--- src/rtl/prf_pkg.sv ---
// shared types and constants for the pollard rho divisor finder
package prf_pkg;

	localparam int unsigned PRF_WIDTH = 32;

	typedef struct packed {
		logic [31:0] number;
		logic [31:0] seed_x;
		logic [31:0] seed_c;
	} prf_in_t;

	typedef struct packed {
		logic [31:0] divisor;
		logic        status;
	} prf_out_t;

	typedef struct packed {
		logic start;
		logic busy;
	} prf_div_ctl_t;

endpackage

--- src/rtl/prf_divider.sv ---
// shared restoring divider: one quotient bit per cycle, gives the remainder
module prf_divider import prf_pkg::*; #(
	parameter int unsigned W  = PRF_WIDTH,
	parameter int unsigned DW = 2*W
) (
	input  logic          clk,
	input  logic          arst_n,
	input  logic          start,
	input  logic [DW-1:0] dividend,
	input  logic [W-1:0]  divisor_in,
	output prf_div_ctl_t  ctl,
	output logic [W-1:0]  remainder
);
	localparam int unsigned CW = $clog2(DW+1);

	logic [DW-1:0]  quo_q;
	logic [W:0]     rem_q;
	logic [W-1:0]   dvs_q;
	logic [CW-1:0]  cnt_q;
	logic           busy_q;
	logic [W:0]     shifted;
	logic [W:0]     diff;

	assign shifted = {rem_q[W-1:0], quo_q[DW-1]};
	assign diff    = shifted - {1'b0, dvs_q};

	always_ff @(posedge clk or negedge arst_n) begin
		if (!arst_n) begin
			busy_q <= 1'b0;
			cnt_q  <= '0;
		end else if (start) begin
			busy_q <= 1'b1;
			cnt_q  <= CW'(DW);
		end else if (busy_q) begin
			cnt_q <= cnt_q - 1'b1;
			if (cnt_q == CW'(1)) busy_q <= 1'b0;
		end
	end

	always_ff @(posedge clk) begin
		if (start) begin
			quo_q <= dividend;
			rem_q <= '0;
			dvs_q <= divisor_in;
		end else if (busy_q) begin
			quo_q <= {quo_q[DW-2:0], 1'b0};
			rem_q <= diff[W] ? shifted : diff;
		end
	end

	assign ctl.start = start;
	assign ctl.busy  = busy_q;
	assign remainder = rem_q[W-1:0];
endmodule

--- src/rtl/pollard_rho_factor_finder_unit.sv ---
// top level of the pollard rho divisor finder
// one number per start beat; busy stays high until the single result beat.
// every mod of the seed reductions, the square reductions and the euclid steps
// goes through one shared bit-serial divider with dividend width DW = max(2*WIDTH, 32);
// the add after each square is reduced by one conditional subtract. setup
// reduces the start value and the addend, then each rho round runs three
// square reductions plus the euclid divisions, so the total is data
// dependent; 1, even and zero n give done without using the divider.
// done is high for one cycle and cannot be held off; result holds until the next start.
module pollard_rho_factor_finder_unit import prf_pkg::*; #(
	parameter int unsigned WIDTH = PRF_WIDTH
) (
	input  logic     clk,
	input  logic     arst_n,
	input  logic     start,
	input  prf_in_t  operand,
	output logic     busy,
	output logic     done,
	output prf_out_t result
);
	// dividend width: holds a square and a full 32-bit seed
	localparam int unsigned DW = (2*WIDTH > 32) ? 2*WIDTH : 32;

	// sequencer states
	localparam logic [3:0] ST_IDLE = 4'd0, ST_SX = 4'd1, ST_SC = 4'd2,
		ST_SQ = 4'd3, ST_ADD = 4'd4, ST_GCD = 4'd5, ST_OUT = 4'd6,
		ST_WAIT = 4'd7;
	// which walk step is running
	localparam logic [1:0] WK_X = 2'd0, WK_Y1 = 2'd1, WK_Y2 = 2'd2;

	logic [3:0]       st_q, ret_q;
	logic [1:0]       wk_q;
	logic [WIDTH-1:0] n_q, x_q, y_q, c_q, gb_q, v_q;
	logic [31:0]      sc_q;
	logic             done_q;
	prf_out_t         res_q;

	logic             dstart;
	logic [DW-1:0]    dvd;
	logic [WIDTH-1:0] dvs, rem;
	prf_div_ctl_t     dctl;
	logic [WIDTH-1:0] nin;
	logic [WIDTH:0]   sum;

	// one squarer shared by all walk steps
	logic [WIDTH-1:0]   mul_op;
	logic [2*WIDTH-1:0] mul_sq;

	assign nin = operand.number[WIDTH-1:0];
	assign sum = {1'b0, rem} + {1'b0, c_q};

	always_comb begin
		mul_op = x_q;
		if (st_q == ST_ADD) mul_op = (wk_q == WK_X) ? y_q : v_q;
	end
	assign mul_sq = {{WIDTH{1'b0}}, mul_op} * {{WIDTH{1'b0}}, mul_op};

	prf_divider #(.W(WIDTH), .DW(DW)) u_div (
		.clk(clk), .arst_n(arst_n), .start(dstart), .dividend(dvd),
		.divisor_in(dvs), .ctl(dctl), .remainder(rem)
	);

	// divider launch happens in the state-transition block through these regs
	logic             go_q;
	logic [DW-1:0]    dvd_q;
	logic [WIDTH-1:0] dvs_q;
	assign dstart = go_q;
	assign dvd    = dvd_q;
	assign dvs    = dvs_q;

	always_ff @(posedge clk or negedge arst_n) begin
		if (!arst_n) begin
			st_q   <= ST_IDLE;
			ret_q  <= ST_IDLE;
			wk_q   <= WK_X;
			go_q   <= 1'b0;
			done_q <= 1'b0;
		end else begin
			go_q   <= 1'b0;
			done_q <= 1'b0;
			case (st_q)
				ST_IDLE: if (start) begin
					if (nin == WIDTH'(1) || !nin[0]) begin
						st_q <= ST_OUT;
					end else begin
						// start value: seed_x mod (n-2)
						go_q <= 1'b1;
						st_q <= ST_WAIT;
						ret_q <= ST_SX;
					end
				end
				ST_WAIT: if (!go_q && !dctl.busy) st_q <= ret_q;
				ST_SX: begin
					go_q <= 1'b1; st_q <= ST_WAIT; ret_q <= ST_SC;
				end
				ST_SC: begin
					wk_q <= WK_X;
					go_q <= 1'b1; st_q <= ST_WAIT; ret_q <= ST_SQ;
				end
				ST_SQ: begin
					st_q <= ST_ADD;
				end
				ST_ADD: begin
					// (sq + c) mod n: sum < 2n, one conditional subtract
					case (wk_q)
						WK_X: begin
							wk_q <= WK_Y1; go_q <= 1'b1;
							st_q <= ST_WAIT; ret_q <= ST_SQ;
						end
						WK_Y1: begin
							wk_q <= WK_Y2; go_q <= 1'b1;
							st_q <= ST_WAIT; ret_q <= ST_SQ;
						end
						default: begin
							wk_q <= WK_X; go_q <= 1'b1;
							st_q <= ST_WAIT; ret_q <= ST_GCD;
						end
					endcase
				end
				ST_GCD: begin
					if (rem != '0) begin
						go_q <= 1'b1; st_q <= ST_WAIT; ret_q <= ST_GCD;
					end else if (gb_q == WIDTH'(1)) begin
						go_q <= 1'b1; st_q <= ST_WAIT; ret_q <= ST_SQ;
					end else begin
						st_q <= ST_OUT;
					end
				end
				ST_OUT: begin
					done_q <= 1'b1;
					st_q   <= ST_IDLE;
				end
				default: st_q <= ST_IDLE;
			endcase
		end
	end

	// datapath
	always_ff @(posedge clk) begin
		case (st_q)
			ST_IDLE: if (start) begin
				n_q   <= nin;
				sc_q  <= operand.seed_c;
				dvd_q <= DW'(operand.seed_x);
				dvs_q <= nin - WIDTH'(2);
				if (nin == WIDTH'(1)) res_q <= '{divisor: 32'd1, status: 1'b0};
				else res_q <= '{divisor: 32'd2, status: 1'b0};
			end
			ST_SX: begin
				x_q   <= rem + WIDTH'(2);
				y_q   <= rem + WIDTH'(2);
				dvd_q <= DW'(sc_q);
				dvs_q <= n_q - WIDTH'(1);
			end
			ST_SC: begin
				c_q   <= rem + WIDTH'(1);
				dvd_q <= DW'(mul_sq);
				dvs_q <= n_q;
			end
			ST_SQ: begin
				// square result ready on rem (square of the value loaded earlier)
				v_q <= (sum >= {1'b0, n_q}) ? WIDTH'(sum - {1'b0, n_q})
					: sum[WIDTH-1:0];
			end
			ST_ADD: begin
				case (wk_q)
					WK_X: begin
						x_q <= v_q; dvd_q <= DW'(mul_sq);
					end
					WK_Y1: begin
						y_q <= v_q; dvd_q <= DW'(mul_sq);
					end
					default: begin
						y_q   <= v_q;
						gb_q  <= n_q;
						dvd_q <= DW'((x_q > v_q) ? x_q - v_q : v_q - x_q);
					end
				endcase
				dvs_q <= n_q;
			end
			ST_GCD: begin
				if (rem != '0) begin
					gb_q  <= rem;
					dvd_q <= DW'(gb_q);
					dvs_q <= rem;
				end else if (gb_q == WIDTH'(1)) begin
					dvd_q <= DW'(mul_sq);
					dvs_q <= n_q;
				end else if (gb_q == n_q) begin
					res_q <= '{divisor: 32'd0, status: 1'b1};
				end else begin
					res_q <= '{divisor: 32'(gb_q), status: 1'b0};
				end
			end
			default: ;
		endcase
	end

	assign busy   = (st_q != ST_IDLE);
	assign done   = done_q;
	assign result = res_q;

`ifndef NO_ASSERTIONS
	a_no_start_busy: assert property (@(posedge clk) disable iff (!arst_n)
		done |-> !busy) else $error("result while busy");
	a_div_idle_launch: assert property (@(posedge clk) disable iff (!arst_n)
		go_q |-> !dctl.busy) else $error("divider relaunched while busy");
	a_done_pulse: assert property (@(posedge clk) disable iff (!arst_n)
		done |=> !done) else $error("done longer than one cycle");
`endif
endmodule
--- config.mk ---
export PLATFORM = sky130hd
export DESIGN_NAME = pollard_rho_factor_finder_unit
export DESIGN_NICKNAME = d
export VERILOG_FILES = /design/src/rtl/prf_pkg.sv /design/src/rtl/prf_divider.sv /design/src/rtl/pollard_rho_factor_finder_unit.sv
export SDC_FILE = /design/constraint.sdc
export NUM_CORES = 2
export LEC_CHECK = 0
export BUFFER_PORTS_ARGS = -buffer_cell sky130_fd_sc_hd__buf_2
export CAP_MARGIN = 20
export CELL_PAD_IN_SITES_DETAIL_PLACEMENT = 0
export CELL_PAD_IN_SITES_GLOBAL_PLACEMENT = 2
export CORE_AREA = 2 2 379 381
export CTS_CLUSTER_DIAMETER = 80
export DETAILED_ROUTE_END_ITERATION = 10
export DIE_AREA = 0 0 381 383
export GPL_ROUTABILITY_DRIVEN = 0
export PLACE_DENSITY_LB_ADDON = 0.1
export REMOVE_ABC_BUFFERS = 1
export SKIP_LAST_GASP = 1
export SLEW_MARGIN = 30
export SYNTH_ARGS = -nofsm -noshare
export SYNTH_HDL_FRONTEND = slang
export SYNTH_SLANG_ARGS = --single-unit
--- constraint.sdc ---
create_clock -name clk -period 9.9 [get_ports clk]
set_input_delay 0.99 -clock clk [delete_from_list [all_inputs] [get_ports clk]]
set_output_delay 0.99 -clock clk [all_outputs]
set_load 0.02 [all_outputs]
After elaboration in Yosys (flattened, before gate mapping)
Cells that the tools add are included.
{"block": "word_totals", "output_inout_bits": 35, "regBits": 501, "elab_cells": 135, "in_bits": 99}
{"block": "op_classes", "eq_ne": 21, "n_mux": 53, "add_sub_neg": 10, "magnitude_cmp": 2, "mul": 1, "n_reduce_logical": 27}
{"operator": "$mux W64", "n": 7}
{"operator": "$mux W32", "n": 10}
{"operator": "$pmux W64 S5", "n": 1}
{"operator": "$pmux W32 S2", "n": 3}
{"operator": "$mux W33", "n": 4}
{"operator": "$pmux W32 S4", "n": 1}
{"operator": "$pmux W33 S2", "n": 1}
{"operator": "$sub A32 B32 Y33", "n": 2}
{"operator": "$eq A32 B1 Y1 const B", "n": 2}
{"operator": "$mul A32 B32 Y64", "n": 1}
{"operator": "$pmux W4 S5", "n": 2}
{"operator": "$add A32 B32 Y33", "n": 1}
{"operator": "$ge A33 B32 Y1", "n": 1}
{"operator": "$sub A33 B32 Y33", "n": 1}
{"operator": "$add A32 B1 Y32 const B", "n": 1}
{"operator": "$add A32 B2 Y32 const B", "n": 1}
{"operator": "$eq A32 B32 Y1", "n": 1}
{"operator": "$gt A32 B32 Y1", "n": 1}
{"operator": "$reduce_bool A32 Y1", "n": 1}
{"operator": "$sub A32 B1 Y32 const B", "n": 1}
{"operator": "$sub A32 B2 Y32 const B", "n": 1}
{"operator": "$sub A32 B32 Y32", "n": 1}
{"operator": "$mux W4", "n": 6}
{"operator": "$eq A4 B3 Y1 const B", "n": 4}
{"operator": "other kinds (26)", "n": 59}

Longest topological paths before layout
{"block": "logic_depth", "ltp_word": 7, "depth_mapped": 36, "ltp_nobuf": 32}

Hierarchy
From an unflattened synthesis, not the netlist that was laid out.
{"block": "unflattened", "cells_unflattened": 6295, "area_unflattened_um2": 60047.6}
{"module": "pollard_rho_factor_finder_unit", "area_per_inst_um2": 52554.2, "n_inst": 1, "cells_each": 5626, "seq_area_each_um2": 10850.4}
{"module": "prf_divider", "area_per_inst_um2": 7493.4, "n_inst": 1, "cells_each": 669, "seq_area_each_um2": 3723.6}

Least setup slack after synthesis
Ideal clock, no wire load.
{"block": "synth_path", "path_type": "register -> register", "start": "register wk_q[1]", "end": "register dvd_q[61], in the netlist dvd[61] (data pin)", "arrival_ps": 8924, "setup_time_ps": 190, "synth_period_minus_slack_ps": 9114, "required_time_ps": 9710, "setup_slack_ps": 786, "stages_incl_launch_ff": 34, "n_path_buf": 6, "path_cell_list": "dfrtp_1 -> clkbuf_1 -> nor2_1 -> clkbuf_1 -> clkbuf_1 -> o211ai_1 -> o21ai_0 -> clkbuf_1 -> clkbuf_1 -> nor2_1 -> fa_1 -> fa_1 -> fa_1 -> inv_1 -> fa_1 -> inv_1 -> fa_1 -> inv_1 -> fa_1 -> inv_1 -> fa_1 -> fa_1 -> ha_1 -> clkbuf_1 -> a211oi_1 -> o211ai_1 -> a22oi_1 -> nand3_1 -> o31a_1 -> a311o_1 -> nand2_1 -> o21ai_0 -> and4_1 -> a2111oi_2"}
{"block": "synth_between", "elab_chain_len": 7, "word_cells_on_any_way": 10, "cone_classes": "1 x mul; 1 x eq/ne; 6 x mux; 2 x reduce/logical"}
{"item": "from (decl)", "line_no": "pollard_rho_factor_finder_unit.sv:32", "rtl": "logic [1:0] wk_q;"}
{"item": "from (signal assigned)", "line_no": "pollard_rho_factor_finder_unit.sv:75", "rtl": "wk_q <= WK_X;"}
{"item": "from (signal assigned)", "line_no": "pollard_rho_factor_finder_unit.sv:97", "rtl": "wk_q <= WK_X;"}
{"item": "from (signal assigned)", "line_no": "pollard_rho_factor_finder_unit.sv:107", "rtl": "wk_q <= WK_Y1; go_q <= 1'b1;"}
{"item": "$logic_not A2 Y1", "line_no": "pollard_rho_factor_finder_unit.sv:54, pollard_rho_factor_finder_unit.sv:166"}
{"item": "$mux W32"}
{"item": "$mux W32", "line_no": "pollard_rho_factor_finder_unit.sv:54", "rtl": "if (st_q == ST_ADD) mul_op = (wk_q == WK_X) ? y_q : v_q;"}
{"item": "$mul A32 B32 Y64", "line_no": "pollard_rho_factor_finder_unit.sv:56", "rtl": "assign mul_sq = {{WIDTH{1'b0}}, mul_op} * {{WIDTH{1'b0}}, mul_op};"}
{"item": "$mux W64", "line_no": "pollard_rho_factor_finder_unit.sv:186", "rtl": "end else if (gb_q == WIDTH'(1)) begin"}
{"item": "$mux W64", "line_no": "pollard_rho_factor_finder_unit.sv:182", "rtl": "if (rem != '0) begin"}
{"item": "$pmux W64 S5 *", "line_no": "pollard_rho_factor_finder_unit.sv:140", "rtl": "case (st_q)"}
{"item": "to (signal assigned)", "line_no": "pollard_rho_factor_finder_unit.sv:144", "rtl": "dvd_q <= DW'(operand.seed_x);"}
{"item": "to (signal assigned)", "line_no": "pollard_rho_factor_finder_unit.sv:184", "rtl": "dvd_q <= DW'(gb_q);"}
{"item": "to (signal assigned)", "line_no": "pollard_rho_factor_finder_unit.sv:187", "rtl": "dvd_q <= DW'(mul_sq);"}
{"item": "to (decl)", "line_no": "pollard_rho_factor_finder_unit.sv:65", "rtl": "logic [DW-1:0] dvd_q;"}
Mark *: on every way between the ends. The rest lies on a longest branch, timed or not. The select of a mux whose other input is x is not followed.
A chain may end at the register's enable or synchronous reset.

Worst setup path after layout
{"block": "layout_path", "start": "register st_q[0]", "end": "register dvd_q[61], in the netlist dvd[61] (data pin)"}
{"block": "layout_between", "elab_chain_len": 6, "word_cells_on_any_way": 11, "cone_classes": "1 x mul; 4 x eq/ne; 5 x mux; 1 x reduce/logical"}
{"item": "from (decl)", "line_no": "pollard_rho_factor_finder_unit.sv:31", "rtl": "logic [3:0] st_q, ret_q;"}
{"item": "from (signal assigned)", "line_no": "pollard_rho_factor_finder_unit.sv:92", "rtl": "ST_WAIT: if (!go_q && !dctl.busy) st_q <= ret_q;"}
{"item": "$eq A4 B3 Y1", "line_no": "pollard_rho_factor_finder_unit.sv:54, pollard_rho_factor_finder_unit.sv:140"}
{"item": "$mux W32", "line_no": "pollard_rho_factor_finder_unit.sv:54"}
{"item": "$mul A32 B32 Y64", "line_no": "pollard_rho_factor_finder_unit.sv:56"}
{"item": "$mux W64", "line_no": "pollard_rho_factor_finder_unit.sv:186"}
{"item": "$mux W64", "line_no": "pollard_rho_factor_finder_unit.sv:182"}
{"item": "$pmux W64 S5 *", "line_no": "pollard_rho_factor_finder_unit.sv:140"}
Marked as above.

==> results.txt <==
----------------------------------------------------
[Outcome]
  Run status ... finished, final reports clean

[Floorplanning]
  Core Box Area ... 142000 sq um
  Number of top-level design ports ... 134
  Chip width ... 381 microns
  Initial standard-cell utilization of the core ... 0.425
  Die area ... 146000 sq um
  Chip Height ... 383 microns
  # rows ... 139

[Final layout]
  Share of layout cells above drive strength 1 ... 0.0905
  Area growth from synthesis to layout ... 9.44%
  Number of inserted filler cells in the final layout ... 14000
  Area occupied by multi-input gates ... 40700 sq um
  Nets ... 7798
  Reg area ... 14600 sq um

[Worst setup path]
  Most common cell type on the critical path ... fa_1
  Startpoint class of the critical path ... register
  Crit path capture type ... register
  Category of the most critical setup path ... register to register
  WP data arrival ... 10160 ps
  Critical path fanouts, max ... 57
  Required time at the worst-slack endpoint ... 10370 ps
  Largest stage delay on the critical path ... 690 ps
  Cell with the largest stage delay on the worst path ... o21ai_0

[Clock network]
  Latest clock arrival within the worst-skew pair ... 690 ps
  Max clock buf depth ... 3
  CTS tree ... done
  Total number of H-tree levels ... 2
  Clock slew at the register clock pins of the worst setup and hold paths ... 70 ps
  Root buffer cell ... clkbuf_16
  Num CTS Buffers ... 60
  Number of clock sinks ... 499

[Timing]
  Final critical delay including setup and external delays ... 9690 ps
  Setup violators final ... 0
  F_max ... 0.103 GHz
  Number of max-slew violations in the final report ... 0
  Worst Max-Slew Pin Slew ... 1030 ps
  Tcrit/Tclk final ... 0.979
  Accumulated negative setup slack ... 0 ps
  Hold Violations, Final ... 0
  Unrepaired setup endpoints after global routing ... true
  Skew final ... 52.3 ps
  Max_slew headroom ... 0.315

[Drt]
  Number of DRC markers after the initial detailed-route iteration ... 4027
  DR vias/cell ... 5.49
  Top metal layer carrying routed signals ... met4
  Detailed-routed wire length on met3 ... 13.5 mm
  Wire length on met1 ... 93.8 mm
  Vias post-DR ... 46200
  Final WL ... 209 mm
  Post-route DRC ... 0
  WL met2 ... 94.7 mm
  Average detailed-routed wire length per instance ... 24.9 microns
  Number of iterations in the first detailed-routing pass ... 6
  ANT nets after route ... 0

[Logic synthesis]
  Sequential-to-total area share from yosys stat ... 0.241
  EDFF count, synth ... 449
  FF+latch count, synth ... 499
  Number of different library cells in the post-synthesis netlist ... 105
  Post-synthesis async set-or-reset flop share ... 0.0361
  Gate count of the mapped netlist ... 6360
  Most frequently used flop master after synthesis ... edfxtp_1
  Yosys warnings ... 0
  Average footprint of a synthesized cell ... 9.51 sq um
  Area of the mapped netlist ... 60500 sq um

[GRT]
  Initial antenna violation count ... 4
  Largest net degree at the start of global routing ... 73
  Global-route usage over all layers ... 0.289
  Wire length of the first global-routing pass ... 314 mm
  Via count of the first global-routing pass ... 47700
  Total gr overflow ... 0

[Placed design]
  HPWL Detailed ... 171 mm
  Port Buf Inserts ... 133

[Worst hold path]
  Worst min-delay path class ... input pin to async pin

[Run]
  Max-cap violations ... 0

----------------------------------------------------
[worst paths after layout]
check | from | slack, ps | cells after the start | to
min in group clk | dvs[1]$_DFFE_PP_ | 420 | 0 | u_div.dvs_q[1]$_DFFE_PP_
worst max register to register | st_q[0]$_DFFE_PN0P_ | 210 | 28 | dvd[61]$_DFFE_PP_
worst max-delay path | st_q[0]$_DFFE_PN0P_ | 210 | 28 | dvd[61]$_DFFE_PP_
worst min register to register | dvs[1]$_DFFE_PP_ | 420 | 0 | u_div.dvs_q[1]$_DFFE_PP_
max in group asynchronous | arst_n | 9220 | 1 | dstart$_DFF_PN0_
worst min-delay path | arst_n | 280 | 1 | dstart$_DFF_PN0_
[placed cells by master (no fill, tap or decap), types with 66 or more instances in the layout]
cell / count
buf_2: 137
xor2_1: 141
and2_1: 77
o211ai_1: 66
nor2_1: 483
buf_4: 169
ha_1: 456
a21o_1: 116
a21oi_1: 315
edfxtp_1: 449
o21ai_0: 236
nand4_1: 66
fa_1: 796
nand3_1: 84
nand2_1: 557
mux2_2: 76
inv_1: 1142
xnor2_1: 174
[critical path: cells and delay by family (launching register included)]
kind                     cells  cell delay [ps]
adder cells (fa/ha/maj)      9             4210
AO/OA/AOI/OAI                8             2770
AND/OR/NAND/NOR              7             1180
buffers and inverters        4              840
flip-flops                   1              400
[synth_stat cells, types with 61 or more instances]
cell type	number	area, sq um
xnor2_1	174	1520
ha_1	456	5710
and2_1	78	488
mux2_2	76	856
clkbuf_1	223	837
fa_1	796	15900
nand2_1	558	2090
nor3_1	61	305
nor2_1	494	1850
o211ai_1	66	495
o21ai_0	253	1270
nand4_1	66	413
a21oi_1	316	1580
nand3_1	84	420
inv_1	1147	4310
xor2_1	141	1230
a21o_1	116	871
edfxtp_1	449	13500
[through the flow]
step / instance area [sq um] / cells / setup slack [ps] / util / hold WS [ps]
final: 66200 / 8407 / 209 / 0.465 / 276
after global routing: 66200 / 8402 / -55.7 / 0.465 / 297
after CTS: 66100 / 8395 / 11.3 / 0.465 / 258
after detailed placement: 64000 / 8282 / 48.3 / 0.450 / 405
after global placement: 64000 / 8279 / 207 / 0.450 / 402
after floorplan: 59300 / 6070 / -1680 / - / 400
[what timing repair did]
action                     4_1_cts  5_1_grt
resized for setup                0       14
hold endpoints to repair         0        0
setup endpoints to repair        0       14
setup buffers                    0        5
hold buffers                     0        0
[cell families (layout without fill, tap and decap cells)]
kind of cell | count (synthesis) | after routing | synth area share
fa+ha+maj | 1252 | 1252 | 0.358
flops | 499 | 499 | 0.241
compound gates | 1192 | 1192 | 0.129
buf+inv | 1441 | 1579 | 0.0908
other cells | 0 | 6 | 0
mux | 99 | 99 | 0.0179
xor+xnor | 315 | 315 | 0.0456
simple gates | 1562 | 1562 | 0.118
[final cells by class]
class,count,area share
Inverter,1151,0.0655
Multi-Input combinational cell,4420,0.615
Sequential cell,499,0.220
Timing Repair Buffer,315,0.0320
Clock inverter,40,0.00731
Antenna cell,6,0.000227
Clock buffer,73,0.0243
Tap cell,1903,0.0360
[metal layers]
layer / GRT usage / vias up
met3: 0.0436 / 256
met2: 0.459 / 1420
met4: 0.0837 / 0
li1: - / 21200
met5: 0 / -
met1: 0.410 / 23300
Power is left out: the tool's default activity adds up to more than one toggle a clock period on the data nets, which glitch-free logic cannot reach.
